File: src/hdl/dwwf_pkg.sv
// Shared types and constants for the display window write formatter.
package dwwf_pkg;

  localparam int unsigned DEF_SCREEN_WIDTH  = 240;
  localparam int unsigned DEF_SCREEN_HEIGHT = 240;

  // Screen sizes must not exceed 256 (not enforced), so a clipped coordinate fits in one byte.
  localparam int unsigned COORD_W = 8;
  localparam int unsigned COUNT_W = 16;
  localparam int unsigned QUEUE_DEPTH = 4;

  localparam int unsigned CFG_ADDR_W = 3;
  localparam int unsigned CFG_DATA_W = 32;
  localparam logic [CFG_ADDR_W-1:0] REG_DISPLAY_ENABLED = 3'd0;

  localparam logic KIND_WINDOW = 1'b0;
  localparam logic KIND_PIXEL  = 1'b1;

  localparam logic [7:0] CMD_COLUMN_SET   = 8'h2A;
  localparam logic [7:0] CMD_ROW_SET      = 8'h2B;
  localparam logic [7:0] CMD_MEMORY_WRITE = 8'h2C;

  typedef struct packed {
    logic        kind;
    logic [15:0] x_start;
    logic [15:0] y_start;
    logic [15:0] x_end;
    logic [15:0] y_end;
    logic [15:0] pixel_color;
  } in_item_t;

  typedef struct packed {
    logic       is_command;
    logic [7:0] bus_byte;
    logic       last;
    logic       window_complete;
  } out_item_t;

  // One unit of work handed from the front to the back.
  typedef struct packed {
    logic               is_window;
    logic [COORD_W-1:0] x_first;
    logic [COORD_W-1:0] x_last;
    logic [COORD_W-1:0] y_first;
    logic [COORD_W-1:0] y_last;
    logic [15:0]        color;
    logic               done;
  } job_t;

endpackage

File: src/hdl/dwwf_front.sv
// Front end: accepts items, checks and clips windows, tracks the pixel count.
module dwwf_front #(
  parameter int unsigned SCREEN_WIDTH  = dwwf_pkg::DEF_SCREEN_WIDTH,
  parameter int unsigned SCREEN_HEIGHT = dwwf_pkg::DEF_SCREEN_HEIGHT
) (
  input  logic               clk_i,
  input  logic               rst_ni,
  input  logic               enabled_i,
  input  logic               push_i,
  input  dwwf_pkg::in_item_t in_item_i,
  input  logic               queue_full_i,
  output logic               full_o,
  output logic               job_write_o,
  output dwwf_pkg::job_t     job_o
);

  localparam logic [15:0] ScreenW = 16'(SCREEN_WIDTH);
  localparam logic [15:0] ScreenH = 16'(SCREEN_HEIGHT);
  localparam logic [15:0] XMax    = 16'(SCREEN_WIDTH - 1);
  localparam logic [15:0] YMax    = 16'(SCREEN_HEIGHT - 1);

  logic [dwwf_pkg::COUNT_W-1:0] pixels_left_q, pixels_left_d;
  logic                         accept;
  logic                         reject;
  logic [15:0]                  x_clip, y_clip;
  logic [dwwf_pkg::COORD_W:0]   span_x, span_y;
  logic [2*dwwf_pkg::COORD_W+1:0] product;
  logic [dwwf_pkg::COUNT_W-1:0] count;

  assign full_o = queue_full_i;
  assign accept = push_i && !queue_full_i;

  assign reject = !enabled_i
               || (in_item_i.x_start > in_item_i.x_end)
               || (in_item_i.y_start > in_item_i.y_end)
               || (in_item_i.x_start >= ScreenW)
               || (in_item_i.y_start >= ScreenH);

  assign x_clip = (in_item_i.x_end >= ScreenW) ? XMax : in_item_i.x_end;
  assign y_clip = (in_item_i.y_end >= ScreenH) ? YMax : in_item_i.y_end;

  assign span_x = {1'b0, x_clip[dwwf_pkg::COORD_W-1:0]}
                - {1'b0, in_item_i.x_start[dwwf_pkg::COORD_W-1:0]}
                + (dwwf_pkg::COORD_W+1)'(1);
  assign span_y = {1'b0, y_clip[dwwf_pkg::COORD_W-1:0]}
                - {1'b0, in_item_i.y_start[dwwf_pkg::COORD_W-1:0]}
                + (dwwf_pkg::COORD_W+1)'(1);
  assign product = span_x * span_y;

  // The count saturates; only a full 256 by 256 window can overflow it.
  assign count = (|product[2*dwwf_pkg::COORD_W+1:dwwf_pkg::COUNT_W])
               ? {dwwf_pkg::COUNT_W{1'b1}}
               : product[dwwf_pkg::COUNT_W-1:0];

  always_comb begin
    pixels_left_d = pixels_left_q;
    job_write_o   = 1'b0;
    job_o.is_window = (in_item_i.kind == dwwf_pkg::KIND_WINDOW);
    job_o.x_first   = in_item_i.x_start[dwwf_pkg::COORD_W-1:0];
    job_o.x_last    = x_clip[dwwf_pkg::COORD_W-1:0];
    job_o.y_first   = in_item_i.y_start[dwwf_pkg::COORD_W-1:0];
    job_o.y_last    = y_clip[dwwf_pkg::COORD_W-1:0];
    job_o.color     = in_item_i.pixel_color;
    job_o.done      = (pixels_left_q == dwwf_pkg::COUNT_W'(1));
    if (accept) begin
      if (in_item_i.kind == dwwf_pkg::KIND_PIXEL) begin
        if (enabled_i && (pixels_left_q != '0)) begin
          pixels_left_d = pixels_left_q - dwwf_pkg::COUNT_W'(1);
          job_write_o   = 1'b1;
        end
      end else if (reject) begin
        pixels_left_d = '0;
      end else begin
        pixels_left_d = count;
        job_write_o   = 1'b1;
      end
    end
  end

  always_ff @(posedge clk_i or negedge rst_ni) begin
    if (!rst_ni) begin
      pixels_left_q <= '0;
    end else begin
      pixels_left_q <= pixels_left_d;
    end
  end

endmodule

File: src/hdl/dwwf_queue.sv
// Short job queue between the front end and the byte sequencer.
module dwwf_queue #(
  parameter int unsigned DEPTH = dwwf_pkg::QUEUE_DEPTH
) (
  input  logic           clk_i,
  input  logic           rst_ni,
  input  logic           write_i,
  input  dwwf_pkg::job_t job_i,
  output logic           full_o,
  input  logic           read_i,
  output logic           valid_o,
  output dwwf_pkg::job_t job_o
);

  localparam int unsigned PtrW = (DEPTH > 1) ? $clog2(DEPTH) : 1;
  localparam int unsigned CntW = $clog2(DEPTH + 1);

  dwwf_pkg::job_t  store_q [DEPTH];
  logic [PtrW-1:0] wr_ptr_q, rd_ptr_q;
  logic [CntW-1:0] count_q;
  logic            do_write, do_read;

  assign full_o   = (count_q == CntW'(DEPTH));
  assign valid_o  = (count_q != '0);
  assign job_o    = store_q[rd_ptr_q];
  assign do_write = write_i && !full_o;
  assign do_read  = read_i && valid_o;

  always_ff @(posedge clk_i) begin
    if (do_write) begin
      store_q[wr_ptr_q] <= job_i;
    end
  end

  always_ff @(posedge clk_i or negedge rst_ni) begin
    if (!rst_ni) begin
      wr_ptr_q <= '0;
      rd_ptr_q <= '0;
      count_q  <= '0;
    end else begin
      if (do_write) begin
        wr_ptr_q <= (wr_ptr_q == PtrW'(DEPTH - 1)) ? '0 : wr_ptr_q + PtrW'(1);
      end
      if (do_read) begin
        rd_ptr_q <= (rd_ptr_q == PtrW'(DEPTH - 1)) ? '0 : rd_ptr_q + PtrW'(1);
      end
      if (do_write && !do_read) begin
        count_q <= count_q + CntW'(1);
      end else if (do_read && !do_write) begin
        count_q <= count_q - CntW'(1);
      end
    end
  end

endmodule

File: src/hdl/dwwf_back.sv
// Back end: walks each job byte by byte into a registered output slot.
module dwwf_back (
  input  logic                clk_i,
  input  logic                rst_ni,
  input  logic                job_valid_i,
  input  dwwf_pkg::job_t      job_i,
  output logic                job_read_o,
  input  logic                pop_i,
  output logic                empty_o,
  output dwwf_pkg::out_item_t out_item_o
);

  localparam logic [3:0] StepCmdCol   = 4'd0;
  localparam logic [3:0] StepXFirstHi = 4'd1;
  localparam logic [3:0] StepXFirstLo = 4'd2;
  localparam logic [3:0] StepXLastHi  = 4'd3;
  localparam logic [3:0] StepXLastLo  = 4'd4;
  localparam logic [3:0] StepCmdRow   = 4'd5;
  localparam logic [3:0] StepYFirstHi = 4'd6;
  localparam logic [3:0] StepYFirstLo = 4'd7;
  localparam logic [3:0] StepYLastHi  = 4'd8;
  localparam logic [3:0] StepYLastLo  = 4'd9;
  localparam logic [3:0] StepCmdWrite = 4'd10;
  localparam logic [3:0] StepPixelHi  = 4'd0;
  localparam logic [3:0] StepPixelLo  = 4'd1;

  logic [3:0]          step_q;
  logic                out_valid_q;
  dwwf_pkg::out_item_t out_q, out_d;
  logic                load, last_step;
  logic [15:0]         xf, xl, yf, yl;

  assign xf = 16'(job_i.x_first);
  assign xl = 16'(job_i.x_last);
  assign yf = 16'(job_i.y_first);
  assign yl = 16'(job_i.y_last);

  assign last_step  = job_i.is_window ? (step_q == StepCmdWrite) : (step_q == StepPixelLo);
  assign load       = job_valid_i && (!out_valid_q || pop_i);
  assign job_read_o = load && last_step;
  assign empty_o    = !out_valid_q;
  assign out_item_o = out_q;

  always_comb begin
    out_d.is_command      = 1'b0;
    out_d.bus_byte        = '0;
    out_d.last            = last_step;
    out_d.window_complete = 1'b0;
    if (job_i.is_window) begin
      unique case (step_q)
        StepCmdCol: begin
          out_d.is_command = 1'b1;
          out_d.bus_byte   = dwwf_pkg::CMD_COLUMN_SET;
        end
        StepXFirstHi: out_d.bus_byte = xf[15:8];
        StepXFirstLo: out_d.bus_byte = xf[7:0];
        StepXLastHi:  out_d.bus_byte = xl[15:8];
        StepXLastLo:  out_d.bus_byte = xl[7:0];
        StepCmdRow: begin
          out_d.is_command = 1'b1;
          out_d.bus_byte   = dwwf_pkg::CMD_ROW_SET;
        end
        StepYFirstHi: out_d.bus_byte = yf[15:8];
        StepYFirstLo: out_d.bus_byte = yf[7:0];
        StepYLastHi:  out_d.bus_byte = yl[15:8];
        StepYLastLo:  out_d.bus_byte = yl[7:0];
        StepCmdWrite: begin
          out_d.is_command = 1'b1;
          out_d.bus_byte   = dwwf_pkg::CMD_MEMORY_WRITE;
        end
        default: out_d.bus_byte = '0;
      endcase
    end else begin
      if (step_q == StepPixelHi) begin
        out_d.bus_byte = job_i.color[15:8];
      end else begin
        out_d.bus_byte        = job_i.color[7:0];
        out_d.window_complete = job_i.done;
      end
    end
  end

  always_ff @(posedge clk_i) begin
    if (load) begin
      out_q <= out_d;
    end
  end

  always_ff @(posedge clk_i or negedge rst_ni) begin
    if (!rst_ni) begin
      step_q      <= '0;
      out_valid_q <= 1'b0;
    end else begin
      if (load) begin
        out_valid_q <= 1'b1;
        step_q      <= last_step ? '0 : step_q + 4'd1;
      end else if (pop_i) begin
        out_valid_q <= 1'b0;
      end
    end
  end

endmodule

File: src/hdl/display_window_write_formatter.sv
// Top level of the display window write formatter with its register port.
//
// Input items enter through push/full, results leave through empty/pop.
// A window item produces eleven byte writes (column set, four column
// bytes, row set, four row bytes, memory write); a pixel item produces two
// data bytes while the open window still expects pixels. Rejected windows
// and dropped pixels produce no results.
// The first result of an item passes through the job queue and the
// registered output slot. The output sequencer emits one byte per cycle
// while pop keeps up: two bytes per pixel item, eleven per window item.
// Items are accepted every cycle while the four-entry job queue has room.
// When pop stays low the output byte holds, the sequencer pauses, the job
// queue fills and full rises; no item is lost.
// Reset empties the queue and output, clears the pixel count and clears
// display_enabled, so every item is dropped until the enable register at
// address 0 is written with 1.
module display_window_write_formatter #(
  parameter int unsigned SCREEN_WIDTH  = dwwf_pkg::DEF_SCREEN_WIDTH,
  parameter int unsigned SCREEN_HEIGHT = dwwf_pkg::DEF_SCREEN_HEIGHT
) (
  input  logic                            clk_i,
  input  logic                            rst_ni,
  input  logic                            push,
  output logic                            full,
  input  dwwf_pkg::in_item_t              in_item_i,
  output logic                            empty,
  input  logic                            pop,
  output dwwf_pkg::out_item_t             out_item_o,
  input  logic                            psel,
  input  logic                            penable,
  input  logic                            pwrite,
  input  logic [dwwf_pkg::CFG_ADDR_W-1:0] paddr,
  input  logic [dwwf_pkg::CFG_DATA_W-1:0] pwdata,
  output logic [dwwf_pkg::CFG_DATA_W-1:0] prdata,
  output logic                            pready
);

  logic           enabled_q;
  logic           queue_full, job_write, job_valid, job_read;
  dwwf_pkg::job_t job_in, job_out;

  assign pready = 1'b1;
  assign prdata = (paddr == dwwf_pkg::REG_DISPLAY_ENABLED)
                ? dwwf_pkg::CFG_DATA_W'(enabled_q) : '0;

  always_ff @(posedge clk_i or negedge rst_ni) begin
    if (!rst_ni) begin
      enabled_q <= 1'b0;
    end else if (psel && penable && pwrite
                 && (paddr == dwwf_pkg::REG_DISPLAY_ENABLED)) begin
      enabled_q <= pwdata[0];
    end
  end

  dwwf_front #(
    .SCREEN_WIDTH (SCREEN_WIDTH),
    .SCREEN_HEIGHT(SCREEN_HEIGHT)
  ) u_front (
    .clk_i       (clk_i),
    .rst_ni      (rst_ni),
    .enabled_i   (enabled_q),
    .push_i      (push),
    .in_item_i   (in_item_i),
    .queue_full_i(queue_full),
    .full_o      (full),
    .job_write_o (job_write),
    .job_o       (job_in)
  );

  dwwf_queue #(
    .DEPTH(dwwf_pkg::QUEUE_DEPTH)
  ) u_queue (
    .clk_i  (clk_i),
    .rst_ni (rst_ni),
    .write_i(job_write),
    .job_i  (job_in),
    .full_o (queue_full),
    .read_i (job_read),
    .valid_o(job_valid),
    .job_o  (job_out)
  );

  dwwf_back u_back (
    .clk_i      (clk_i),
    .rst_ni     (rst_ni),
    .job_valid_i(job_valid),
    .job_i      (job_out),
    .job_read_o (job_read),
    .pop_i      (pop),
    .empty_o    (empty),
    .out_item_o (out_item_o)
  );

endmodule
File: config.mk
export PLATFORM = sky130hd
export DESIGN_NAME = display_window_write_formatter
export DESIGN_NICKNAME = d
export VERILOG_FILES = /design/src/hdl/dwwf_pkg.sv /design/src/hdl/dwwf_front.sv /design/src/hdl/dwwf_queue.sv /design/src/hdl/dwwf_back.sv /design/src/hdl/display_window_write_formatter.sv
export SDC_FILE = /design/constraint.sdc
export NUM_CORES = 1
export LEC_CHECK = 0
export ABC_AREA = 1
export BUFFER_PORTS_ARGS = -buffer_cell sky130_fd_sc_hd__buf_2
export CAP_MARGIN = 25
export CORE_MARGIN = 10
export CORE_UTILIZATION = 55
export DETAILED_ROUTE_END_ITERATION = 10
export GPL_TIMING_DRIVEN = 0
export PLACE_DENSITY = 0.82
export SLEW_MARGIN = 10
export SYNTH_ARGS = -nofsm -noshare
export SYNTH_HDL_FRONTEND = slang
export SYNTH_HIERARCHICAL = 1
export SYNTH_SLANG_ARGS = --single-unit
File: constraint.sdc
create_clock -name clk_i -period 4.62 [get_ports clk_i]
set_clock_uncertainty 0.1 [all_clocks]
set_input_delay 0.924 -clock clk_i [delete_from_list [all_inputs] [get_ports clk_i]]
set_output_delay 0.924 -clock clk_i [all_outputs]
set_load 0.03 [all_outputs]
==> results of run 1 <==
## layer usage
layer	vias to the layer above	routed length (µm)	GRT usage (%)
li1	6145	-	-
met1	6370	15800	25.0
met2	561	23600	41.4
met3	135	2590	3.23
met4	2	1580	10.2
met5	-	13	0
## through the flow
step	power [mW]	setup TNS, ps	std cells	worst slack [ps]
floorplan	8.74	-34410	1804	-2210
global placement	10.1	-268610	2277	-3330
detailed placement	10.4	-53700	2284	-3440
CTS	13.4	-197720	2387	-2110
global route	15.3	-39710	2417	-2480
finish	14.3	-36480	2419	-2300
## worst reg2reg max path, cell delays in order (launching register included)
cell,delay (ps)
dfrtp_1,400
inv_1,110
ha_1,180
nand2_1,80
nor2_1,200
nand2_1,180
o21ai_2,160
nand2_1,90
nand3b_4,150
inv_2,120
buf_6,160
o21a_4,150
nand2_8,110
inv_6,50
ha_4,150
inv_2,70
fa_2,430
nand2_1,80
o21ai_0,70
## state kept, by name, summed over array words and instances (netlist names)
name / count
u_queue/count_q: 3
u_front/pixels_left_q: 16
u_back/out_item_o: 11
u_queue/store_q: 200
u_back/step_q: 4
u_queue/wr_ptr_q: 2
u_back/out_valid_q: 1
enabled_q: 1
u_queue/rd_ptr_q: 2
## final cells by class
type / count / area, µm² / area share [%]
tap: 384 / 480 / 2.41
clock inverter: 12 / 150 / 0.754
clock buffer: 34 / 659 / 3.31
buffer: 116 / 835 / 4.19
timing repair buffer: 179 / 1460 / 7.32
sequential: 240 / 7060 / 35.5
antenna: 5 / 12.5 / 0.0628
multi-input combinational: 1102 / 7920 / 39.8
inverter: 347 / 1340 / 6.74
## power by group
group | leakage (nW) | total [mW] | internal [mW] | switching (mW)
clock | 0.395 | 2.00 | 1.18 | 0.824
sequential | 2.29 | 2.93 | 2.75 | 0.187
combinational | 6.51 | 9.35 | 3.83 | 5.51
## what timing repair did
| action | CTS | global route |
|---|---|---|
| hold buffers | 0 | 0 |
| resized for setup | 127 | 73 |
| pin swaps | 51 | 56 |
| cloned | 2 | 3 |
| setup endpoints to repair | 16 | 221 |
| setup buffers | 55 | 34 |
## kinds of logic (layout without fill, tap and decap cells)
family / Yosys count / count (layout) / share of synthesized area (%)
buffers and inverters: 463 / 688 / 13.2
other: 2 / 37 / 0.0466
adder cells (fa/ha/maj): 165 / 165 / 15.3
AO/OA/AOI/OAI: 209 / 209 / 8.36
AND/OR/NAND/NOR: 675 / 676 / 18.1
flip-flops: 240 / 240 / 43.8
XOR/XNOR: 20 / 20 / 1.18
## cells in the mapped netlist (10+ instances only)
cell type and count:
inv_1 337, clkbuf_1 11, o21ai_1 11, dfrtp_1 29, o21ai_0 19, nand2_1 376, nand4_1 27, fa_1 53
o211ai_1 102, nand3_1 66, buf_2 22, or2_2 10, xor2_1 11, a21oi_1 67, ha_1 112, buf_4 76
nor2_1 156, edfxtp_1 211
## cell usage in the layout, fill, tap and decap left out, types with 30 or more instances in the layout
master,synthesis,layout
a21oi_1,67,44
buf_2,22,103
buf_4,76,134
conb_1,2,32
edfxtp_1,211,211
fa_1,53,50
ha_1,112,94
inv_1,337,312
nand2_1,376,347
nand3_1,66,34
nand3_2,5,30
nor2_1,156,142
o211ai_1,102,102
## final timing paths
kind	to	startpoint	slack, ps
max	u_front/pixels_left_q[3]	in_item_i[29]	-2300
min	u_queue/count_q[1]	rst_ni	370
max reg2reg	u_queue/count_q[1]	u_front/pixels_left_q[0]	1450
min reg2reg	u_queue/count_q[2]	u_queue/count_q[2]	420
max in group asynchronous	u_front/pixels_left_q[5]	rst_ni	3560
min in group clk_i	u_queue/count_q[2]	u_queue/count_q[2]	420
==> impl_metrics.csv, run 1 <==
group,metric,value,unit
route,vias_per_cell,5.46,
yosys,synth_top_area_share,39.3,%
setup_path,critical_path_buf_inv_count,9,
finish,n_fill_cell,1975,
floorplanning,io_pins,169,
power,power_density,717,nW/µm²
yosys,yosysSeqAreaShare,43.8,%
route,ant_nets,0,
timing,hold_viol,0,
setup_path,cp_common_cell,"inv_2",
grt,grt_pass1_vias,13300,
finish,drive_gt1_share,26.0,%
yosys,yosys.area.top_type,"edfxtp_1",
setup_path,criticalPathCategory,"in -> reg",
place,routabilityCongestion,0.913,
timing,worst_slack,-2300,ps
grt,grt_pass1_wl,66200,µm
timing,whs,372,ps
finish,syn_to_final_growth,23.6,%
yosys,synth_cell_types,49,
timing,worst_pin_slew,766,ps
cts,cts_root_buf,"clkbuf_16",
finish,design_area,19900,µm²
grt,grt.total_usage,22.4,%
timing,fin_crit_sh,150,%
route,dr.first_iter.drc_count,1147,
setup_path,path_max_fanout,6,
cts,numClockSinks,240,
cts,clockBufferDepth,3,
yosys,synth_ff_type,"edfxtp_1",
setup_path,cp_slowest_cell,"fa_1",
min_path,hp-class,"in -> async",
cts,clock_latency,530,ps
setup_path,slowest_delay,540,ps
timing,timing.slew.headroom,48.9,%
timing,finalSetupViolCount,16,
timing,fin_crit,6920,ps
status,violations,"setup timing",
yosys,synth.area.top_cells,"edfxtp_1, nand2_1, ha_1",
yosys,synthArstFlopShare,12.1,%
floorplanning,dieArea,36500,µm²
setup_path,cp.depth,38,
setup_path,critical_path.endpoint_type,"register",
setup_path,critical-path-top-delay-family,"adder cells",
floorplanning,core,28800,µm²
cts,path_clk_slew,60,ps
place,detailed_place.area,17600,µm²
floorplanning,die_h,191,µm
route,drtPass1Iterations,7,
status,outcome,"finished with violations",
cts,cts_tree,"built",
setup_path,critPathLaunchType,"primary input",
finish,utilization,69.2,%
place,dpl.hpwl,30000,µm
yosys,synth_area,16100,µm²
yosys,synth_edf_count,211,
grt,antenna_found_initial,4,
place,port_buffers,89,
yosys,synth_cells,1774,
power,p_leak,9.20,nW
route,vias,13200,
yosys,synth_seq_cells,240,
timing,rsz0062_at_grt,"yes",
yosys,syn_area_per_cell,9.08,µm²
cts,cts_buffers,25,
flow_run,drv_cap,0,
cts,htree_levels,1,
finish,final_nets,2299,
floorplanning,die_x,191,µm
grt,overflow,0,
timing,finalMaxSlewViolations,0,
route,finalWirelength,43600,µm
power,ir_worst_vdd,1.22,mV
route,wl_per_cell,18.0,µm
yosys,synth_warnings,6,
route,drc_errors,0,
setup_path,required,4980,ps
timing,fmax,144,MHz
floorplanning,rows,62,
floorplanning,start_util,56.0,%
grt,grt_max_degree,30,
setup_path,cp.arrival,7280,ps
setup_path,ff2ff_path_depth,18,
No activity file was read; power rests on OpenSTA's default activity.
==> run 2: changes to the inputs <==
- CORE_ASPECT_RATIO: not set -> 1.2
==> run 2 against run 1 <==
- the flow still finishes with violations (setup timing)
- sequential share of layout area rose by 1.1 points
- sequential power barely moved
- critical path depth fell by 1
- clock-buffer cell count fell by 8
- register-to-register slack got worse by 690 ps
- non-clock buffer count fell by 44
- wire length fell by 3.6%
- cell area fell by 2.9%
- core utilization fell by 2.2 points
- critical endpoint is now u_front/pixels_left_q[6]
==> impl_metrics.csv, run 2 (synthesis gave the netlist of run 1 again) <==
group,metric,value,unit
place,dpl.hpwl,29600,µm
floorplanning,die_x,176,µm
setup_path,rr_startpoint,"enabled_q",
power,share_comb_of_total_power,66.8,%
timing,fin_crit,7080,ps
power,p_sw_share,46.0,%
finish,final_nets,2253,
power,power_density,754,nW/µm²
floorplanning,rows,68,
timing,tns,-38390,ps
route,drc_errors,0,
timing,rsz0062_at_grt,"yes",
flow_run,drv_cap,0,
setup_path,ff2ff_path_depth,11,
setup_path,required,4960,ps
min_path,hp-class,"in -> async",
finish,antenna_cells,0,
timing,finalSetupViolCount,16,
power,pwr-share-seq,20.1,%
route,wl_per_cell,17.7,µm
timing,worst_pin_slew,903,ps
finish,regMostFlops,"u_queue/store_q",
finish,largest_reg_flops,200,
grt,grt_pass1_vias,13200,
place,routabilityCongestion,0.938,
route,finalWirelength,42000,µm
setup_path,cp.arrival,7420,ps
place,pre_cts_slack,-3500,ps
cts,clock_latency,520,ps
power,p_leak,8.91,nW
grt,grt_max_degree,30,
grt,grt.total_usage,21.9,%
cts,clockBufferDepth,3,
cts,path_clk_slew,60,ps
setup_path,criticalPathCategory,"in -> reg",
setup_path,cp_slowest_cell,"fa_1",
cts,numClockSinks,240,
route,vias,12800,
timing,hold_viol,0,
power,power.share.clock,13.2,%
setup_path,path_max_fanout,6,
finish,drive_gt1_share,24.2,%
timing,timing.slew.headroom,39.6,%
place,port_buffers,89,
cts,cts_tree,"built",
grt,antenna_found_initial,1,
floorplanning,dieArea,36600,µm²
timing,fmax,141,MHz
grt,overflow,0,
status,violations,"setup timing",
cts,hold_buffers,0,
setup_path,worstReg2RegEnd,"u_queue/store_q[1][18]",
floorplanning,start_util,55.9,%
setup_path,cp_common_cell,"inv_2",
finish,syn_to_final_growth,20.0,%
cts,cts_root_buf,"clkbuf_16",
floorplanning,die_h,207,µm
power,power.switching,6.71,mW
timing,whs,376,ps
floorplanning,io_pins,169,
setup_path,critPathLaunchType,"primary input",
cts,htree_levels,1,
setup_path,critical_path.endpoint_type,"register",
route,vias_per_cell,5.42,
setup_path,slowest_delay,550,ps
grt,grt_pass1_wl,65300,µm
route,drtPass1Iterations,7,
floorplanning,core,28800,µm²
setup_path,reg2reg_slack,760,ps
route,dr.first_iter.drc_count,902,
finish,final_common_cell,"nand2_1",
timing,fin_crit_sh,153,%
status,outcome,"finished with violations",
timing,worst_slack,-2460,ps
finish,layout_common_cells,"nand2_1, inv_1, edfxtp_1",
timing,finalMaxSlewViolations,0,
power,p_int,7.87,mW
cts,cts_buffers,24,
power,ir_worst_vdd,0.934,mV
route,ant_nets,0,
==> run 2: cell count changes in the layout (fill, tap and decap cells not counted), sizes merged <==
cell    delta
clkinv     +6
diode      -5
inv        +1
bufinv     -1
buf       -42
clkbuf    -10
nor2       -1
==> run 2: timing repair <==
item                       CTS  global route
gates cloned                 2             0
pin swaps                   59            60
setup buffers               25            14
setup endpoints to repair   16            16
gates resized for setup    107            57
==> run 2: per-layer routing <==
metal	routed length, µm	GRT usage (%)	vias up	part of all wire (%)
met5	13	0	-	0.031
met4	2310	12.2	2	5.5
met3	2180	2.62	158	5.2
met2	22900	41.1	505	55
met1	14600	22.8	6121	35
li1	-	-	6049	-
==> run 2: layout make-up <==
type / count / area [µm²]
clock buffer: 26 / 629
inverter: 347 / 1350
sequential: 240 / 7060
fill: 2057 / 9510
clock inverter: 18 / 155
buffer: 116 / 820
tap: 385 / 482
timing repair buffer: 135 / 1020
multi-input combinational: 1101 / 7830
==> run 2: power by group through the flow <==
| stage | sequential, mW | combinational (mW) | clock, mW |
|---|---|---|---|
| floorplan | 3.04 | 5.71 | 0 |
| global placement | 2.97 | 7.25 | 0 |
| detailed placement | 2.97 | 7.47 | 0 |
| CTS | 2.93 | 8.70 | 1.94 |
| global route | 2.96 | 10.6 | 2.02 |
| finish | 2.93 | 9.73 | 1.92 |
==> run 2: through the flow <==
stage	util [%]	total power [mW]	instance area (µm²)	instances
3_3_place_gp	60.2	10.2	17400	2278
4_1_cts	65.7	13.6	19000	2354
5_1_grt	67.0	15.6	19300	2368
2_1_floorplan	-	8.74	16400	1804
3_5_place_dp	60.7	10.4	17500	2283
6_report	67.0	14.6	19300	2368
==> run 2: how the worst max path moves through the flow <==
stage,startpoint,endpoint,slack [ps],depth (start not counted)
floorplan,in_item_i[27],u_front/pixels_left_q[8],-2210,38
global placement,in_item_i[42],u_front/pixels_left_q[12],-3400,36
detailed placement,in_item_i[42],u_front/pixels_left_q[12],-3500,36
CTS,in_item_i[31],u_front/pixels_left_q[0],-2150,40
global route,in_item_i[30],u_front/pixels_left_q[6],-2640,39
finish,in_item_i[31],u_front/pixels_left_q[6],-2460,37
==> run 2: critical path: cells and delay by family <==
kind                     cells  cell delay, ps
AO/OA/AOI/OAI                3             530
XOR/XNOR                     1             190
adder cells (fa/ha/maj)      8            3020
buffers and inverters        9             780
AND/OR/NAND/NOR             16            1930
